**config.mk**
```make
export PLATFORM = sky130hd
export DESIGN_NAME = vssp_rem_div
export DESIGN_NICKNAME = d
export VERILOG_FILES = /design/src/hw/rtl/vssp_pkg.sv /design/src/hw/rtl/vssp_rem_div.sv
export SDC_FILE = /design/constraint.sdc
export NUM_CORES = 1
export LEC_CHECK = 0
export ABC_AREA = 1
export BUFFER_PORTS_ARGS = -buffer_cell sky130_fd_sc_hd__buf_4
export CORE_MARGIN = 8
export CORE_UTILIZATION = 31
export DETAILED_ROUTE_END_ITERATION = 8
export PLACE_DENSITY_LB_ADDON = 0.05
export SLEW_MARGIN = 0
export SYNTH_ARGS = -nofsm -noshare
export SYNTH_HDL_FRONTEND = slang
export SYNTH_SLANG_ARGS = --single-unit
```
**constraint.sdc**
```tcl
create_clock -name clk -period 4.2 [get_ports clk]
set_input_delay 0.63 -clock clk [delete_from_list [all_inputs] [get_ports clk]]
set_output_delay 0.63 -clock clk [all_outputs]
set_load 0.03 [all_outputs]
```
**src/hw/rtl/vssp_pkg.sv**
```systemverilog
// ----------------------------------------------------------------------------
// vssp_pkg: shared types and constants of the variable speed sample player
// Widths, fixed-point constants, codes and small helper functions used by
// the player's modules and channel interfaces.
// ----------------------------------------------------------------------------
`default_nettype none

package vssp_pkg;

  // Sample store geometry (a power of two, 4 to 1048576 frames)
  localparam int STORE_FRAMES  = 65536;
  localparam int STORE_ADDR_W  = $clog2(STORE_FRAMES);
  localparam int FRACTION_BITS = 11;

  // Field widths
  localparam int SAMPLE_W = 16;
  localparam int FRAME_W  = 2 * SAMPLE_W;
  localparam int SPEED_W  = 16;
  localparam int RATIO_W  = 16;
  localparam int SPAN_W   = 16;
  localparam int LOOP_W   = 8;
  localparam int FADDR_W  = 16;
  localparam int CNT_W    = 7;

  // Playhead and derived widths
  localparam int PH_W     = 29;
  localparam int STEP_W   = 19;
  localparam int LEN_W    = SPAN_W + FRACTION_BITS;
  localparam int WHOLE_W  = PH_W - 1 - FRACTION_BITS;
  localparam int PROD_W   = 32;
  localparam int TERM_W   = SAMPLE_W + FRACTION_BITS + 1;

  // Fixed-point constants
  localparam logic signed [SPEED_W:0]   SPEED_LIMIT   = 17'sd20480;
  localparam logic [CNT_W-1:0]          SMOOTH_PERIOD = 7'd64;
  localparam logic [15:0]               RECIP_TENTH   = 16'd52429;
  localparam int                        RECIP_SHIFT   = 19;
  localparam int                        STEP_SHIFT    = 13;
  localparam logic [FRACTION_BITS-1:0]  FRAC_MAX      = 11'd2047;

  // Configuration port
  localparam int CFG_ADDR_W = 4;
  localparam int CFG_DATA_W = 32;

  typedef enum logic [1:0] {
    REG_SPAN    = 2'd0,
    REG_RATIO   = 2'd1,
    REG_LOOP    = 2'd2,
    REG_PLAYING = 2'd3
  } reg_idx_t;

  typedef enum logic [1:0] {
    MODE_LOAD  = 2'd0,
    MODE_SET   = 2'd1,
    MODE_NUDGE = 2'd2,
    MODE_TICK  = 2'd3
  } mode_t;

  typedef enum logic [3:0] {
    S_IDLE,
    S_SMOOTH_MUL,
    S_SMOOTH_ADD,
    S_STEP_MUL,
    S_ENDS,
    S_DIV,
    S_RD0,
    S_RD1,
    S_MUL,
    S_SUM
  } state_t;

  typedef struct packed {
    logic [SPAN_W-1:0]  span_frames;
    logic [RATIO_W-1:0] rate_ratio;
    logic [LOOP_W-1:0]  loop_limit;
    logic               playing;
  } cfg_t;

  typedef struct packed {
    logic               start;
    logic [WHOLE_W-1:0] dividend;
    logic [SPAN_W-1:0]  divisor;
  } div_req_t;

  typedef struct packed {
    logic              done;
    logic [SPAN_W-1:0] rem;
  } div_rsp_t;

  // Clamp a speed to plus or minus 5.0 in Q3.12
  function automatic logic signed [SPEED_W-1:0] clamp_speed(input logic signed [SPEED_W:0] v);
    logic signed [SPEED_W:0] r;
    r = v;
    if (v < -SPEED_LIMIT) r = -SPEED_LIMIT;
    if (v > SPEED_LIMIT)  r = SPEED_LIMIT;
    return SPEED_W'(r);
  endfunction

  // Reduce a frame index to a store address
  function automatic logic [STORE_ADDR_W-1:0] store_index(input logic [WHOLE_W-1:0] v);
    logic [31:0] ext;
    ext = 32'(v);
    return ext[STORE_ADDR_W-1:0];
  endfunction

endpackage

`default_nettype wire

```
**src/hw/rtl/vssp_rem_div.sv**
```systemverilog
// ----------------------------------------------------------------------------
// vssp_rem_div: iterative remainder unit
// Restoring division, one dividend bit per cycle; gives the remainder of a
// whole-frame count by the span.
// ----------------------------------------------------------------------------
`default_nettype none

module vssp_rem_div import vssp_pkg::*; (
  input  wire logic     clk,
  input  wire logic     rst_n,
  input  wire div_req_t req,
  output div_rsp_t      rsp
);

  localparam int DCNT_W = $clog2(WHOLE_W + 1);

  logic                busy_r, busy_nxt;
  logic                done_r, done_nxt;
  logic [DCNT_W-1:0]   cnt_r, cnt_nxt;
  logic [WHOLE_W-1:0]  quo_r, quo_nxt;
  logic [SPAN_W-1:0]   rem_r, rem_nxt;
  logic [SPAN_W-1:0]   div_r, div_nxt;
  logic [SPAN_W:0]     trial;

  // Shift one bit in, subtract where it fits
  always_comb begin
    busy_nxt = busy_r;
    done_nxt = 1'b0;
    cnt_nxt  = cnt_r;
    quo_nxt  = quo_r;
    rem_nxt  = rem_r;
    div_nxt  = div_r;
    trial    = {rem_r, quo_r[WHOLE_W-1]};
    if (req.start) begin
      busy_nxt = 1'b1;
      cnt_nxt  = DCNT_W'(WHOLE_W);
      quo_nxt  = req.dividend;
      rem_nxt  = '0;
      div_nxt  = req.divisor;
    end else if (busy_r) begin
      quo_nxt = {quo_r[WHOLE_W-2:0], 1'b0};
      if (trial >= {1'b0, div_r}) begin
        rem_nxt = SPAN_W'(trial - {1'b0, div_r});
      end else begin
        rem_nxt = trial[SPAN_W-1:0];
      end
      cnt_nxt = cnt_r - DCNT_W'(1);
      if (cnt_r == DCNT_W'(1)) begin
        busy_nxt = 1'b0;
        done_nxt = 1'b1;
      end
    end
  end

  always_ff @(posedge clk) begin
    if (!rst_n) begin
      busy_r <= 1'b0;
      done_r <= 1'b0;
      cnt_r  <= '0;
    end else begin
      busy_r <= busy_nxt;
      done_r <= done_nxt;
      cnt_r  <= cnt_nxt;
    end
    quo_r <= quo_nxt;
    rem_r <= rem_nxt;
    div_r <= div_nxt;
  end

  assign rsp.done = done_r;
  assign rsp.rem  = rem_r;

  // A finished remainder is below the divisor
  a_rem_below_div: assert property (@(posedge clk) disable iff (!rst_n)
    done_r |-> (rem_r < div_r))
    else $error("remainder not below divisor");

  // No restart while a division runs
  a_no_restart: assert property (@(posedge clk) disable iff (!rst_n)
    req.start |-> !busy_r)
    else $error("division restarted while busy");

endmodule

`default_nettype wire

```
Yosys cells after proc, flatten, opt, wreduce, memory -nomap -nowiden. Index checks and enable logic that the tools add are counted.

Register bits: 56. Latch bits: 0. RAM bits: 0. ROM bits: 0. Output and inout bits: 17. Word-level logic and storage cells: 25. Memories kept: 0.

$add $sub $neg: 2. Multiply operators: 0. Div/mod/pow operators: 0. $lt $le $gt $ge: 1. Equal/unequal tests: 1. Shift-type cells: 0. Muxes and demuxes: 9. Bitwise operators: 2. Reductions and logical operators: 3.

Operator list (number): $mux 17 (2); $ge 17x16->1 (1); $mux 16 (1); $sub 16x16->16 (1); $mux 5 (2); $eq 5x1->1 const B (1); $sub 5x1->5 const B (1); $mux 1 (4); $reduce_or 3->1 (1); $not 1->1 (2); $reduce_bool 2->1 (1); $reduce_or 2->1 (1).

Logic depth before layout (Yosys ltp).
Depth after elaboration: 4. Depth in mapped cells: 14. Depth with buffers taken out: 14.

Worst setup path after synthesis. No wires, ideal clock.

Path kind: register to register. From: register rem_r[11]. To: register rem_r[6]. Setup time: 0.124 ns. Data arrival time: 1.809 ns. Setup slack: 2.267 ns. Cell stages (with the launch flop): 13. Cell sequence: dfxtp_1 > ha_1 > nand2_2 > inv_1 > nand2_1 > nand2_1 > nand2_1 > nand2_2 > nor2_4 > buf_4 > nand3_1 > nand3_2 > o21ai_2.

Cells in the longest elaborated chain, start to end: 2.

RTL lines: from (decl) (RTL line vssp_rem_div.sv:21) `logic [SPAN_W-1:0] rem_r, rem_nxt;`; from (signal assigned) (RTL line vssp_rem_div.sv:66) `rem_r <= rem_nxt;`; $ge 17x16->1 (RTL line vssp_rem_div.sv:42) `if (trial >= {1'b0, div_r}) begin`; $mux 16 (RTL line vssp_rem_div.sv:42).

No other way between the ends. A chain may end at the register's enable or synchronous reset.

Worst setup path in the final report.
From: register rem_r[13]. To: register rem_r[2].

The elaborated chain is that of the path after synthesis.

==> reports/metrics.cfg <==
[timing]
finalCritPeriodShare_pct=52.8
finalSetupViolCount=0
slew_headroom_pct=48.0
finClkSkew_ps=11.5
slew_viol_final=0
whs_ps=484
rsz0062_at_grt=false
period_minus_slack_ps=2220
tightest_slew_ps=777
fmax_mhz=451
hold_violations=0
setup_tns_ps=0

[clocking]
cts_buffer_depth=2
numCtsBuffers=5
ctsHtreeMaxLevel=2
clock_latency_ps=320
cts.repair.resized=0
clockRootBuffer=clkbuf_8
clk_pin_slew_ps=110
cts_tree=built
hold_buffers=0
cts_setup_buffers=0
cts_sinks=56

[placed_design]
portBuffers=52
hpwl_um=6500
gp_congestion=0.804
post_dp_cell_area_sq_mm=0.00395

[detailed_routing]
drc=0
ant_nets=0
drt-initial-drc-count=142
routed_wl_um=8430
dr.pass1.iters=4
via_per_inst=4.44
routedWlPerCell_um=13.2
via_count=2833

[grt]
grt_pass1_wl_um=14400
grt_pass1_vias=2934
track_usage_pct=12.2
grt_max_degree=38
antenna_found_initial=0
gr-total-overflow=0

[status]
outcome=completed

[power]
pwr-share-clk_pct=27.0
pwr-share-comb_pct=15.7
ir_worst_vdd_mv=0.142
netSwitchingFraction_pct=27.1
cellLeakagePower_nw=2.06
finalPower_mw=1.11
p_per_area_mw_per_mm2=274
p_int_mw=0.807
seq_power_share_pct=57.3
p_sw_mw=0.300

[synthesis]
synthArstFlopShare_pct=0
netlist.area_leader.share_pct=28.8
netlist_area_sq_mm=0.00345
syn_inst=445
yosys-top-cells-count=nand2_1, inv_1, nand3_1
synth_seq_cells=56
synth_area_per_cell_sq_um=7.74
synth_top_flop_cell=edfxtp_1
yosysMostFrequentCell=nand2_1
synth_area_leaders=edfxtp_1, nand2_1, dfxtp_1
synth.largest_area_cell=edfxtp_1
synth_edf_count=33
yosys_warnings=0
ys_seq_area_share_pct=42.1
synth_cell_types=40
syn_nets=500

[setup_path]
critPathKind=reg2reg
crit_required_ps=4430
cp.arrival_ps=2450
cp_max_fo=18
start_kind=register
endpoint_kind=register

[floorplan]
die_y_um=121
floorplan.initialDensity_pct=31.8
pin_count=53
placementRows=38
dieArea_sq_mm=0.0147
core_sq_mm=0.0108
die_w_um=121

[cells_and_area]
final_net_count=552
design_area_sq_mm=0.00404
drive_above_1_share_pct=18.1
synthToLayoutAreaGrowth_pct=17.1
diodes=0
fillers=1190

[run]
maxCapViolCount=0

[worst_hold_path]
hp-class=in2reg

[flip-flops by register name, summed over array words and instances (netlist names)]
signal / flops
rem_r: 16
div_r: 16
busy_r: 1
quo_r: 17
done_r: 1
cnt_r: 5
[final timing paths]
kind	start	end	slack (ps)	cells after the start
worst max-delay path	rem_r[13]$_SDFFE_PP0P_	rem_r[2]$_SDFFE_PP0P_	1980	10
worst min-delay path	req[7]	div_r[7]$_DFFE_PP_	480	1
worst max register to register	rem_r[13]$_SDFFE_PP0P_	rem_r[2]$_SDFFE_PP0P_	1980	10
worst min register to register	rem_r[13]$_SDFFE_PP0P_	rem_r[13]$_SDFFE_PP0P_	490	2
[cells by family (layout without fill, tap and decap cells)]
family | Yosys count | in the layout | synth area share [%]
xor+xnor | 8 | 8 | 2.03
buf+inv | 82 | 135 | 10.1
flops | 56 | 56 | 42.1
simple gates | 255 | 255 | 34.5
fa+ha+maj | 19 | 19 | 7.12
compound gates | 25 | 25 | 4.18
[power groups by stage]
| stage | Combinational, mW | Clock [mW] | Sequential [mW] |
|---|---|---|---|
| after global routing | 0.199 | 0.331 | 0.638 |
| after global placement | 0.177 | 0 | 0.646 |
| after detailed placement | 0.176 | 0 | 0.647 |
| final | 0.174 | 0.299 | 0.634 |
| after CTS | 0.178 | 0.315 | 0.634 |
| after floorplan | 0.112 | 0 | 0.645 |
[critical path, cell delays in order (launching register included)]
cell and delay (ps):
dfxtp_1 350, ha_1 390, nand2_1 90, nand2_1 110, a21oi_2 170, nand2_2 80
nor2_4 430, nand2_4 250, nand2_1 120, nand3_1 70, o21ai_0 80
[metrics by stage]
stage | instances | util (%) | setup WS [ps]
detailed placement | 630 | 36.4 | 1810
floorplan | 445 | - | 2270
global route | 638 | 37.2 | 1660
CTS | 638 | 37.2 | 1940
global placement | 630 | 36.4 | 1830
finish | 638 | 37.2 | 1980
[cell type report]
cell class              instances  area (sq um)  share of cell area [%]
multi-input cells             307          1650                    40.8
flip-flops and latches         56          1450                    36.0
repair buffers                 53           398                    9.86
inverters                      74           278                    6.88
well taps                     140           175                    4.34
clock buffers                   6          72.6                    1.80
clock inverters                 2          12.5                   0.310
[cells in the final DEF, fill, tap and decap left out, drive strengths merged]
cell type,instances
clkinv,2
nor3,5
nand4,4
nand3b,8
ha,18
a211oi,1
edfxtp,33
fa,1
buf,53
dfxtp,23
nor2,24
inv,73
o211ai,1
clkinvlp,1
o21a,1
a21oi,12
and3,1
and2,3
nand3,44
o21ai,10
xor2,3
clkbuf,6
or2,2
nand2,164
xnor2,5
[metal layers]
| layer | vias up | wire [um] | part of all wire, % | GRT usage (%) |
|---|---|---|---|---|
| li1 | 1505 | - | - | - |
| met1 | 1267 | 4030 | 48 | 15.6 |
| met2 | 56 | 3920 | 46 | 20.2 |
| met3 | 5 | 399 | 4.7 | 2.79 |
| met4 | 0 | 90 | 1.1 | 3.01 |
| met5 | - | 0 | 0 | 0 |
(Power assumes the default switching activity.)
