File: config.mk
export PLATFORM = sky130hd
export DESIGN_NAME = vssp_cfg_regs
export DESIGN_NICKNAME = d
export VERILOG_FILES = /design/src/hw/rtl/vssp_pkg.sv /design/src/hw/rtl/vssp_cfg_regs.sv
export SDC_FILE = /design/constraint.sdc
export NUM_CORES = 1
export LEC_CHECK = 0
export ABC_CLOCK_PERIOD_IN_PS = 1200
export BUFFER_PORTS_ARGS = -buffer_cell sky130_fd_sc_hd__buf_2
export CAP_MARGIN = 5
export CORE_MARGIN = 5
export CORE_UTILIZATION = 45
export CTS_CLUSTER_DIAMETER = 30
export DETAILED_ROUTE_END_ITERATION = 16
export PLACE_DENSITY = 0.8
export SLEW_MARGIN = 20
export SYNTH_ARGS = -nofsm -noshare
export SYNTH_HDL_FRONTEND = slang
export SYNTH_SLANG_ARGS = --single-unit
File: constraint.sdc
create_clock -name clk -period 1.2 [get_ports clk]
set_input_delay 0.18 -clock clk [delete_from_list [all_inputs] [get_ports clk]]
set_output_delay 0.18 -clock clk [all_outputs]
set_load 0.005 [all_outputs]
File: src/hw/rtl/vssp_pkg.sv
// ----------------------------------------------------------------------------
// vssp_pkg: shared types and constants of the variable speed sample player
// Widths, fixed-point constants, codes and small helper functions used by
// the player's modules and channel interfaces.
// ----------------------------------------------------------------------------
`default_nettype none

package vssp_pkg;

  // Sample store geometry (a power of two, 4 to 1048576 frames)
  localparam int STORE_FRAMES  = 65536;
  localparam int STORE_ADDR_W  = $clog2(STORE_FRAMES);
  localparam int FRACTION_BITS = 11;

  // Field widths
  localparam int SAMPLE_W = 16;
  localparam int FRAME_W  = 2 * SAMPLE_W;
  localparam int SPEED_W  = 16;
  localparam int RATIO_W  = 16;
  localparam int SPAN_W   = 16;
  localparam int LOOP_W   = 8;
  localparam int FADDR_W  = 16;
  localparam int CNT_W    = 7;

  // Playhead and derived widths
  localparam int PH_W     = 29;
  localparam int STEP_W   = 19;
  localparam int LEN_W    = SPAN_W + FRACTION_BITS;
  localparam int WHOLE_W  = PH_W - 1 - FRACTION_BITS;
  localparam int PROD_W   = 32;
  localparam int TERM_W   = SAMPLE_W + FRACTION_BITS + 1;

  // Fixed-point constants
  localparam logic signed [SPEED_W:0]   SPEED_LIMIT   = 17'sd20480;
  localparam logic [CNT_W-1:0]          SMOOTH_PERIOD = 7'd64;
  localparam logic [15:0]               RECIP_TENTH   = 16'd52429;
  localparam int                        RECIP_SHIFT   = 19;
  localparam int                        STEP_SHIFT    = 13;
  localparam logic [FRACTION_BITS-1:0]  FRAC_MAX      = 11'd2047;

  // Configuration port
  localparam int CFG_ADDR_W = 4;
  localparam int CFG_DATA_W = 32;

  typedef enum logic [1:0] {
    REG_SPAN    = 2'd0,
    REG_RATIO   = 2'd1,
    REG_LOOP    = 2'd2,
    REG_PLAYING = 2'd3
  } reg_idx_t;

  typedef enum logic [1:0] {
    MODE_LOAD  = 2'd0,
    MODE_SET   = 2'd1,
    MODE_NUDGE = 2'd2,
    MODE_TICK  = 2'd3
  } mode_t;

  typedef enum logic [3:0] {
    S_IDLE,
    S_SMOOTH_MUL,
    S_SMOOTH_ADD,
    S_STEP_MUL,
    S_ENDS,
    S_DIV,
    S_RD0,
    S_RD1,
    S_MUL,
    S_SUM
  } state_t;

  typedef struct packed {
    logic [SPAN_W-1:0]  span_frames;
    logic [RATIO_W-1:0] rate_ratio;
    logic [LOOP_W-1:0]  loop_limit;
    logic               playing;
  } cfg_t;

  typedef struct packed {
    logic               start;
    logic [WHOLE_W-1:0] dividend;
    logic [SPAN_W-1:0]  divisor;
  } div_req_t;

  typedef struct packed {
    logic              done;
    logic [SPAN_W-1:0] rem;
  } div_rsp_t;

  // Clamp a speed to plus or minus 5.0 in Q3.12
  function automatic logic signed [SPEED_W-1:0] clamp_speed(input logic signed [SPEED_W:0] v);
    logic signed [SPEED_W:0] r;
    r = v;
    if (v < -SPEED_LIMIT) r = -SPEED_LIMIT;
    if (v > SPEED_LIMIT)  r = SPEED_LIMIT;
    return SPEED_W'(r);
  endfunction

  // Reduce a frame index to a store address
  function automatic logic [STORE_ADDR_W-1:0] store_index(input logic [WHOLE_W-1:0] v);
    logic [31:0] ext;
    ext = 32'(v);
    return ext[STORE_ADDR_W-1:0];
  endfunction

endpackage

`default_nettype wire

File: src/hw/rtl/vssp_cfg_regs.sv
// ----------------------------------------------------------------------------
// vssp_cfg_regs: configuration registers of the sample player
// APB-style write and read of span, rate ratio, loop limit and play flag.
// ----------------------------------------------------------------------------
`default_nettype none

module vssp_cfg_regs import vssp_pkg::*; (
  input  wire logic                  clk,
  input  wire logic                  rst_n,
  input  wire logic                  psel,
  input  wire logic                  penable,
  input  wire logic                  pwrite,
  input  wire logic [CFG_ADDR_W-1:0] paddr,
  input  wire logic [CFG_DATA_W-1:0] pwdata,
  output logic      [CFG_DATA_W-1:0] prdata,
  output logic                       pready,
  output cfg_t                       cfg
);

  cfg_t     cfg_r, cfg_nxt;
  reg_idx_t idx;
  logic     wr;

  assign pready = 1'b1;
  assign idx    = reg_idx_t'(paddr[CFG_ADDR_W-1:2]);
  assign wr     = psel && penable && pwrite && pready;

  // Update the addressed register on a completed write
  always_comb begin
    cfg_nxt = cfg_r;
    if (wr) begin
      case (idx)
        REG_SPAN:    cfg_nxt.span_frames = pwdata[SPAN_W-1:0];
        REG_RATIO:   cfg_nxt.rate_ratio  = pwdata[RATIO_W-1:0];
        REG_LOOP:    cfg_nxt.loop_limit  = pwdata[LOOP_W-1:0];
        REG_PLAYING: cfg_nxt.playing     = pwdata[0];
        default:     cfg_nxt = cfg_r;
      endcase
    end
  end

  // Read back the addressed register
  always_comb begin
    case (idx)
      REG_SPAN:    prdata = CFG_DATA_W'(cfg_r.span_frames);
      REG_RATIO:   prdata = CFG_DATA_W'(cfg_r.rate_ratio);
      REG_LOOP:    prdata = CFG_DATA_W'(cfg_r.loop_limit);
      REG_PLAYING: prdata = CFG_DATA_W'(cfg_r.playing);
      default:     prdata = '0;
    endcase
  end

  always_ff @(posedge clk) begin
    if (!rst_n) begin
      cfg_r.span_frames <= 16'd65534;
      cfg_r.rate_ratio  <= 16'd4096;
      cfg_r.loop_limit  <= 8'd1;
      cfg_r.playing     <= 1'b0;
    end else begin
      cfg_r <= cfg_nxt;
    end
  end

  assign cfg = cfg_r;

endmodule

`default_nettype wire

**Word-level counts from Yosys, hierarchy flattened**

Cells that the tools add are included.

- Bits in registers: 41
- Latch bits: 0
- RAM bits: 0
- Memory bits (read-only): 0
- Input port bits: 41
- Output and inout port bits: 74
- Word-level logic and storage cells: 15
- Memories: 0

- Add/sub/neg operators: 0
- $mul: 0
- Divide/modulo/power cells: 0
- Order comparisons: 0
- Equality and inequality tests: 3
- Shift-type cells: 0
- Muxes and demuxes: 1
- Bitwise logic cells: 0
- Reduce and logical (&&, ||, !) cells: 7

Operators with widths:

| kind | number |
|---|---|
| case mux 32 bit (4 select lines) | 1 |
| AND reduction 2 bit | 4 |
| == test 2 bit, second input constant | 2 |
| == test 2 x 1 -> 1 bit, second input constant | 1 |
| logical AND 1 bit | 2 |
| logical NOT 2 bit | 1 |

**Depth between registers and ports, before layout**

Gate-level depths: netlist (run 1).

- Depth in word-level cells: 3
- Mapped depth: 5
- Gate-level depth less buffers: 3

**Worst setup path after synthesis (run 1)**

OpenSTA, ideal clock, no wires.

- Path kind: input to register
- Start: input port paddr[3]
- End: register cfg_r (netlist bit cfg[25])
- Setup time: 72 ps
- Arrival time: 1042 ps
- Required time: 1128 ps
- Slack: 86 ps
- Stages on the path: 4
- Path buffers: 2
- Cells stage by stage: buf_6 > nor3_4 > buf_8 > mux2i_1

- Cells in the longest elaborated chain, start to end: 2

RTL lines:

| what | line | text |
|---|---|---|
| from (decl) | vssp_cfg_regs.sv:13 | `input wire logic [CFG_ADDR_W-1:0] paddr,` |
| logical NOT 2 bit | vssp_cfg_regs.sv:32 | `case (idx)` |
| AND reduction 2 bit (no line) | - |  |
| to (signal assigned) | vssp_cfg_regs.sv:60 | `cfg_r <= cfg_nxt;` |
| to (decl) | vssp_cfg_regs.sv:20 | `cfg_t cfg_r, cfg_nxt;` |

No other way between the ends.
A chain may end at the register's enable or synchronous reset.

**Final worst setup path (run 1)**

- Start: register cfg_r (netlist bit cfg[0])
- End: output port prdata[0]

- Cells in the longest elaborated chain, start to end: 1

RTL lines:

| what | line | text |
|---|---|---|
| case mux 32 bit (4 select lines) | vssp_cfg_regs.sv:44 | `case (idx)` |
| to (decl) | vssp_cfg_regs.sv:15 | `output logic [CFG_DATA_W-1:0] prdata,` |

No other way between the ends. The select of a mux whose other input is x is not followed.

==> results of run 1 <==
-- area by class of cell --
| class | count | area [um^2] | share of cell area, % |
|---|---|---|---|
| Tap cell | 54 | 67.6 | 2.42 |
| Clock inverter | 1 | 30.0 | 1.08 |
| Sequential cell | 41 | 843 | 30.3 |
| Multi-Input combinational cell | 174 | 1160 | 41.5 |
| Timing Repair Buffer | 97 | 598 | 21.5 |
| Inverter | 1 | 3.75 | 0.135 |
| Clock buffer | 7 | 86.3 | 3.10 |
-- layer usage --
metal  routed length [um]  up-vias
met5                    0        -
met4                   81        0
met3                  339       11
met2                 2380       61
met1                 2210      842
li1                     -      901
-- cell usage after synthesis --
library cell | n | share of area (%)
nor2b_1 | 32 | 9.3
nand3_2 | 1 | 0.47
nor3_4 | 1 | 0.76
clkbuf_1 | 8 | 1.4
buf_8 | 1 | 0.70
and3_1 | 1 | 0.29
nand2_1 | 46 | 8.0
o21ai_0 | 7 | 1.6
buf_4 | 20 | 7.0
nand3_1 | 1 | 0.23
nor3b_2 | 1 | 0.58
dfxtp_1 | 41 | 38
buf_2 | 2 | 0.47
conb_1 | 2 | 0.35
o31ai_1 | 1 | 0.35
nor2_1 | 8 | 1.4
mux2i_1 | 54 | 25
mux4_2 | 1 | 1.0
and2_1 | 1 | 0.29
buf_6 | 3 | 1.6
o211ai_1 | 2 | 0.70
inv_1 | 1 | 0.17
-- through the flow --
step	utilization, %	power [mW]	setup slack (ns)
after floorplan	-	1.66	0.0862
after global placement	55.5	1.77	-0.0293
after detailed placement	55.5	1.78	-0.0930
after CTS	58.5	2.91	-0.172
after global routing	59.4	3.04	-0.204
final	59.4	2.89	-0.166
-- where the power goes --
group / internal (mW) / leakage [nW] / switching (mW)
sequential: 1.38 / 0.331 / 0.0128
clock: 0.678 / 0.0585 / 0.457
combinational: 0.182 / 0.849 / 0.185
total: 2.24 / 1.24 / 0.654
-- how the worst max path moves through the flow --
stage	cells past startpoint	from	endpoint	slack [ns]
final	2	cfg[0]$_SDFFE_PN0P_	prdata[0]	-0.17
after global routing	2	cfg[0]$_SDFFE_PN0P_	prdata[0]	-0.20
after CTS	2	cfg[0]$_SDFFE_PN0P_	prdata[0]	-0.17
after detailed placement	5	paddr[2]	cfg[15]$_SDFFE_PN0P_	-0.09
after global placement	5	paddr[2]	cfg[17]$_SDFFE_PN0P_	-0.03
after floorplan	4	paddr[3]	cfg[25]$_SDFFE_PN0P_	0.09
-- cell families after synthesis --
| kind of cell | Yosys count | synth area share (%) |
|---|---|---|
| AND/OR/NAND/NOR | 92 | 21.4 |
| other | 2 | 0.349 |
| buffers and inverters | 35 | 11.3 |
| AO/OA/AOI/OAI | 10 | 2.68 |
| flip-flops | 41 | 38.2 |
| multiplexers | 55 | 26.2 |
-- worst min-delay path, stage by stage --
cell     delay [ns]
buf_2          0.11
nand2_1        0.05
mux2i_1        0.05
-- repair_timing --
item | 4_1_cts | 5_1_grt
pin swaps | 0 | 1
gates resized for setup | 9 | 19
setup endpoints to repair | 5 | 10
setup buffers | 2 | 2
==> reports/qor.csv, run 1 <==
stage,metric,value,unit
status,outcome,"finished, violations left",
status,failing checks,negative setup slack,
setup_path,worst-path cell chain,mux4_2 > buf_2,
synthesis,library cells used by synthesis,22,
min_path,HP Class,input pin to flip-flop,
finish,area grow syn2layout,29.6,%
timing,setup_tns,-0.166,ns
floorplanning,Die Area,0.00626,mm^2
drt,Via Count,1815,
setup_path,CP bufs+invs,1,
finish,"most common cell after layout, fill and taps aside",buf_2,
clock_network,Clock Latency Late Sink,0.28,ns
synthesis,"Seq/Total Area, Yosys",38.2,%
floorplanning,row count,25,
timing,Setup-failing EPs final,1,
drt,initial drt markers,61,
drt,Routed WL,5.02,mm
setup_path,slowest CP cell,mux4_2,
synthesis,Yosys Warn Count,0,
global_routing,vias in the first global route,1691,
placed_design,Routability Congestion,0.757,
floorplanning,Die H,79.1,um
min_path,Worst Hold Launch,pwdata[15],
floorplanning,Initial Util,45.8,%
placed_design,placed cell count,363,
global_routing,initial antenna violation count,0,
timing,hold_ws,0.141,ns
flow_run,number of max-cap violations,0,
floorplanning,I/O Pins,115,
synthesis,Gate Count Post-Synth,235,
drt,Final ANT Viol Nets,0,
drt,DRC errors left,0,
timing,f_max,732,MHz
placed_design,Port-buffer cells,79,
setup_path,CP arrival,1.19,ns
timing,"Period Utilization, post-route",114,%
pwr,Lkg Pwr,1.24,nW
finish,NumNets Final,361,
placed_design,post-DP HPWL,3.84,mm
timing,fin crit period,1.37,ns
setup_path,Worst R2R End,cfg[0]$_SDFFE_PN0P_,
placed_design,dpl cell area,0.00261,mm^2
clock_network,total CTS buffers,5,
finish,layout cell share with drive strength beyond 1,39.6,%
synthesis,Mapped Area,0.00215,mm^2
finish,n_diodes,0,
setup_path,reg2reg start,cfg[0]$_SDFFE_PN0P_,
timing,RSZ-0062 raised after global routing,yes,
pwr,Worst IR Drop VDD,0.548,mV
setup_path,required time of the critical path,1.02,ns
clock_network,TritonCTS Sinks,41,
clock_network,Longest Clk Path Bufs,2,
min_path,Worst Hold End,cfg[24]$_SDFFE_PN0P_,
finish,Fill cells,417,
drt,DR pass1 iterations,4,
timing,Final WS setup,-0.166,ns
pwr,Cell Pwr Density,1040,mW/mm^2
clock_network,H-Tree Depth,2,
global_routing,first-pass GRT wire length,8.06,mm
finish,most frequent cells in the layout,"buf_2, mux2i_1, nand2_1, nor2b_1, dfxtp_1",
clock_network,CTS tree,done,
setup_path,crit path kind,flip-flop to primary output,
drt,Avg WL per Cell,13.4,um
setup_path,CP top delay family,multiplexers,
finish,max FFs per register,41,
global_routing,M2 GR Usage,26.6,%
global_routing,met1 Resource Use GR,20.7,%
clock_network,Root Driver,clkbuf_8,
clock_network,hold buffer count at CTS,0,
global_routing,pin count of the biggest net entering global routing,38,
floorplanning,Core ar.,0.00469,mm^2
global_routing,Total GRT Usage,16.2,%
setup_path,Reg2Reg Setup Slack,0.47,ns
min_path,hold path depth,3,
setup_path,Critical Path End Type,primary output,
synthesis,register bit total from synthesis,41,
timing,max-slew violations,0,
synthesis,synthesized area per cell,9.15,um^2
timing,Final Skew,0,ns
floorplanning,Die X,79.1,um
global_routing,GRT overflow,0,
setup_path,startpoint types,flip-flop,
drt,Vias/cell,4.84,
finish,Post-Layout Cell Count,375,
setup_path,CP Max Fanout,2,
clock_network,clock slew at reported path FFs,0.08,ns
global_routing,busiest grt layer,met2,
finish,Finished Cell Area,0.00279,mm^2
global_routing,met3 Use GR,3.85,%
setup_path,"slowest stage delay, CP",0.44,ns
timing,final hold vios,0,
setup_path,R2R depth,3,
Power figures use the tool's default switching activity.
==> run 2: changes to the inputs <==
--- a/config.mk
+++ b/config.mk
@@ -5,14 +5,15 @@
 export SDC_FILE = /design/constraint.sdc
 export NUM_CORES = 1
 export LEC_CHECK = 0
+export ABC_AREA = 1
 export ABC_CLOCK_PERIOD_IN_PS = 1200
 export BUFFER_PORTS_ARGS = -buffer_cell sky130_fd_sc_hd__buf_2
 export CAP_MARGIN = 5
 export CORE_MARGIN = 5
-export CORE_UTILIZATION = 45
+export CORE_UTILIZATION = 44
 export CTS_CLUSTER_DIAMETER = 30
 export DETAILED_ROUTE_END_ITERATION = 16
-export PLACE_DENSITY = 0.8
+export PLACE_DENSITY_LB_ADDON = 0.2
 export SLEW_MARGIN = 20
 export SYNTH_ARGS = -nofsm -noshare
 export SYNTH_HDL_FRONTEND = slang
==> run 2 against run 1 <==
  * The flow now finishes without violations
  * Synthesized area shrank 6.6%
  * Routed wire length grew 10%
  * Die area shrank 3.9%
  * Worst setup slack gained 0.20 ns
  * Via count grew 14%
  * Sequential share of layout area grew 1.4 points
  * Final area shrank 6.7%
  * Combinational power grew 9.6%
  * Non-clock buffer count grew 1
  * Synthesized cell count grew 26%
  * Maximum frequency grew 17%
==> reports/qor.csv, run 2 <==
stage,metric,value,unit,change
status,outcome,"finished, final reports clean",,
synthesis,cell taking the most area after synthesis,dfxtp_1,,
placed_design,Port-buffer cells,79,,unchanged
setup_path,CP Max Fanout,16,,+14
timing,final hold vios,0,,unchanged
finish,Fill cells,435,,+4.3%
timing,Final Skew,0,ns,unchanged
drt,Via Count,2069,,+14%
setup_path,required time of the critical path,1.02,ns,about the same
synthesis,ys flop type,dfxtp_1,,
setup_path,Worst R2R End,cfg[19]$_SDFFE_PN0P_,,
finish,multi-input logic area,975,um^2,-16%
timing,fin crit period,1.16,ns,-0.201 ns
finish,layout cell share with drive strength beyond 1,30.6,%,-8.9 points
pwr,Worst IR Drop VDD,0.606,mV,+11%
setup_path,worst setup path startpoint,paddr[2],,
setup_path,Critical Path End Type,primary output,,
floorplanning,I/O Pins,115,,unchanged
drt,initial drt markers,124,,+100%
setup_path,R2R depth,2,,-1
drt,Routed WL,5.54,mm,+10%
clock_network,Root Driver,clkbuf_8,,
pwr,Lkg Pwr,1.39,nW,+12%
setup_path,startpoint types,input pin,,
synthesis,Gate Count Post-Synth,296,,+26%
timing,hold_ws,0.108,ns,-0.0339 ns
drt,DRC errors left,0,,unchanged
timing,f_max,859,MHz,+17%
synthesis,library cells used by synthesis,18,,-18%
floorplanning,Die Area,0.00602,mm^2,-3.9%
global_routing,vias in the first global route,1870,,+11%
synthesis,asr flop ratio synth,0,%,unchanged
flow_run,number of max-cap violations,0,,unchanged
synthesis,ranking of synthesized cells by area,"dfxtp_1, nand2_1, nand3_1",,
synthesis,most common cell in the synthesized netlist,nand2_1,,
placed_design,Place WS,-0.0101,ns,+0.0829 ns
finish,max FFs per register,41,,unchanged
setup_path,CP arrival,0.98,ns,-0.21 ns
clock_network,CTS tree,done,,
synthesis,register bit total from synthesis,41,,unchanged
floorplanning,Die X,77.6,um,-2.0%
pwr,Cell Pwr Density,1080,mW/mm^2,+4.1%
synthesis,"Seq/Total Area, Yosys",40.8,%,+2.7 points
synthesis,synthesized area per cell,6.79,um^2,-26%
clock_network,H-Tree Depth,2,,unchanged
floorplanning,Core ar.,0.00438,mm^2,-6.6%
global_routing,initial antenna violation count,0,,unchanged
synthesis,top cell type's share of synthesized area,40.8,%,+2.7 points
clock_network,TritonCTS Sinks,41,,unchanged
floorplanning,Initial Util,45.8,%,about the same
setup_path,reg2reg start,cfg[19]$_SDFFE_PN0P_,,
synthesis,most common library cells after synthesis,"nand2_1, nand3_1, nor2_1",,
clock_network,total CTS buffers,5,,unchanged
finish,NumNets Final,425,,+18%
finish,area grow syn2layout,29.4,%,
setup_path,Reg2Reg Setup Slack,0.56,ns,+0.09 ns
drt,Vias/cell,4.73,,-2.2%
synthesis,"EDFF count, synth",0,,unchanged
timing,RSZ-0062 raised after global routing,yes,,
finish,Finished Cell Area,0.00260,mm^2,-6.7%
timing,Setup-failing EPs final,0,,-1
clock_network,Clock Latency Late Sink,0.29,ns,about the same
finish,most frequent cells in the layout,"nand2_1, buf_2, nand3_1, nor2_1, dfxtp_1",,
floorplanning,Die H,77.6,um,-2.0%
placed_design,Routability Congestion,0.794,,+4.8%
timing,Final WS setup,0.0354,ns,+0.201 ns
global_routing,GRT overflow,0,,unchanged
clock_network,clock slew at reported path FFs,0.08,ns,about the same
drt,Avg WL per Cell,12.7,um,-5.2%
placed_design,dpl cell area,0.00246,mm^2,-5.5%
min_path,HP Class,input pin to flip-flop,,
global_routing,pin count of the biggest net entering global routing,32,,-16%
synthesis,Mapped Area,0.00201,mm^2,-6.6%
clock_network,Longest Clk Path Bufs,2,,unchanged
finish,register area,823,um^2,-2.4%
drt,Final ANT Viol Nets,0,,unchanged
global_routing,first-pass GRT wire length,8.80,mm,+9.2%
timing,"Period Utilization, post-route",97.1,%,-17 points
drt,DR pass1 iterations,4,,unchanged
timing,max-slew violations,0,,unchanged
setup_path,crit path kind,input pin to primary output,,
floorplanning,row count,24,,-4.0%
global_routing,Total GRT Usage,17.7,%,+1.5 points
setup_path,critical path capture point,prdata[13],,
synthesis,Yosys Warn Count,0,,unchanged
finish,n_diodes,0,,unchanged
finish,"most common cell after layout, fill and taps aside",nand2_1,,
placed_design,post-DP HPWL,3.98,mm,+3.7%
run 2: cell families after synthesis:
kind of cell	share of synthesized area, %
buffers and inverters	13.7
other	0.374
DFF	40.8
AOI/OAI and AO/OA	4.23
and+or+nand+nor	40.8
run 2: per-layer routing:
layer | wire length, um | up-vias | track usage (%)
met2 | 2740 | 78 | 28.7
met5 | 0 | - | 0
met1 | 2330 | 917 | 22.7
met3 | 410 | 6 | 5.09
li1 | - | 1068 | -
met4 | 52 | 0 | 5.15
run 2: worst min path at each step:
stage                          start                    to  slack [ns]  depth (start not counted)
after floorplan            pwdata[1]  cfg[26]$_SDFFE_PN1P_        0.31                          2
after global placement    pwdata[14]  cfg[39]$_SDFFE_PN1P_        0.41                          3
after detailed placement  pwdata[10]  cfg[35]$_SDFFE_PN1P_        0.41                          3
after CTS                 pwdata[13]  cfg[38]$_SDFFE_PN1P_         0.1                          3
after global routing      pwdata[14]  cfg[39]$_SDFFE_PN1P_        0.12                          3
final                     pwdata[13]  cfg[38]$_SDFFE_PN1P_        0.11                          3
run 2: through the flow:
stage                     utilization (%)  cells  setup TNS [ns]  total power, mW
after floorplan                         -    311               0             1.69
after global placement               56.2    427          -0.223             1.83
after detailed placement             56.2    427         -0.0394             1.83
after CTS                            58.5    435               0             2.82
after global routing                 59.3    437         -0.0989             2.95
final                                59.3    437               0             2.81
run 2: cell type report:
type | instances | area share (%)
clock inverters | 1 | 0.192
repair buffers | 98 | 21.7
flip-flops and latches | 41 | 31.7
multi-input cells | 219 | 37.5
clock buffers | 7 | 3.71
inverters | 19 | 2.74
well taps | 52 | 2.50
run 2: power breakdown:
part,switching [mW],internal (mW)
combinational,0.224,0.177
clock,0.478,0.520
sequential,0.0221,1.39
total,0.725,2.09
run 2: repair_timing:
item	4_1_cts	5_1_grt
hold buffers	0	0
resized for setup	0	7
setup endpoints to repair	0	16
setup buffers	0	2
run 2: worst max-delay path, cell delays in order:
cell and delay [ns]:
clkbuf_4 0.15, inv_1 0.07, nor2_2 0.13, buf_6 0.20, a22o_1 0.14, buf_2 0.10
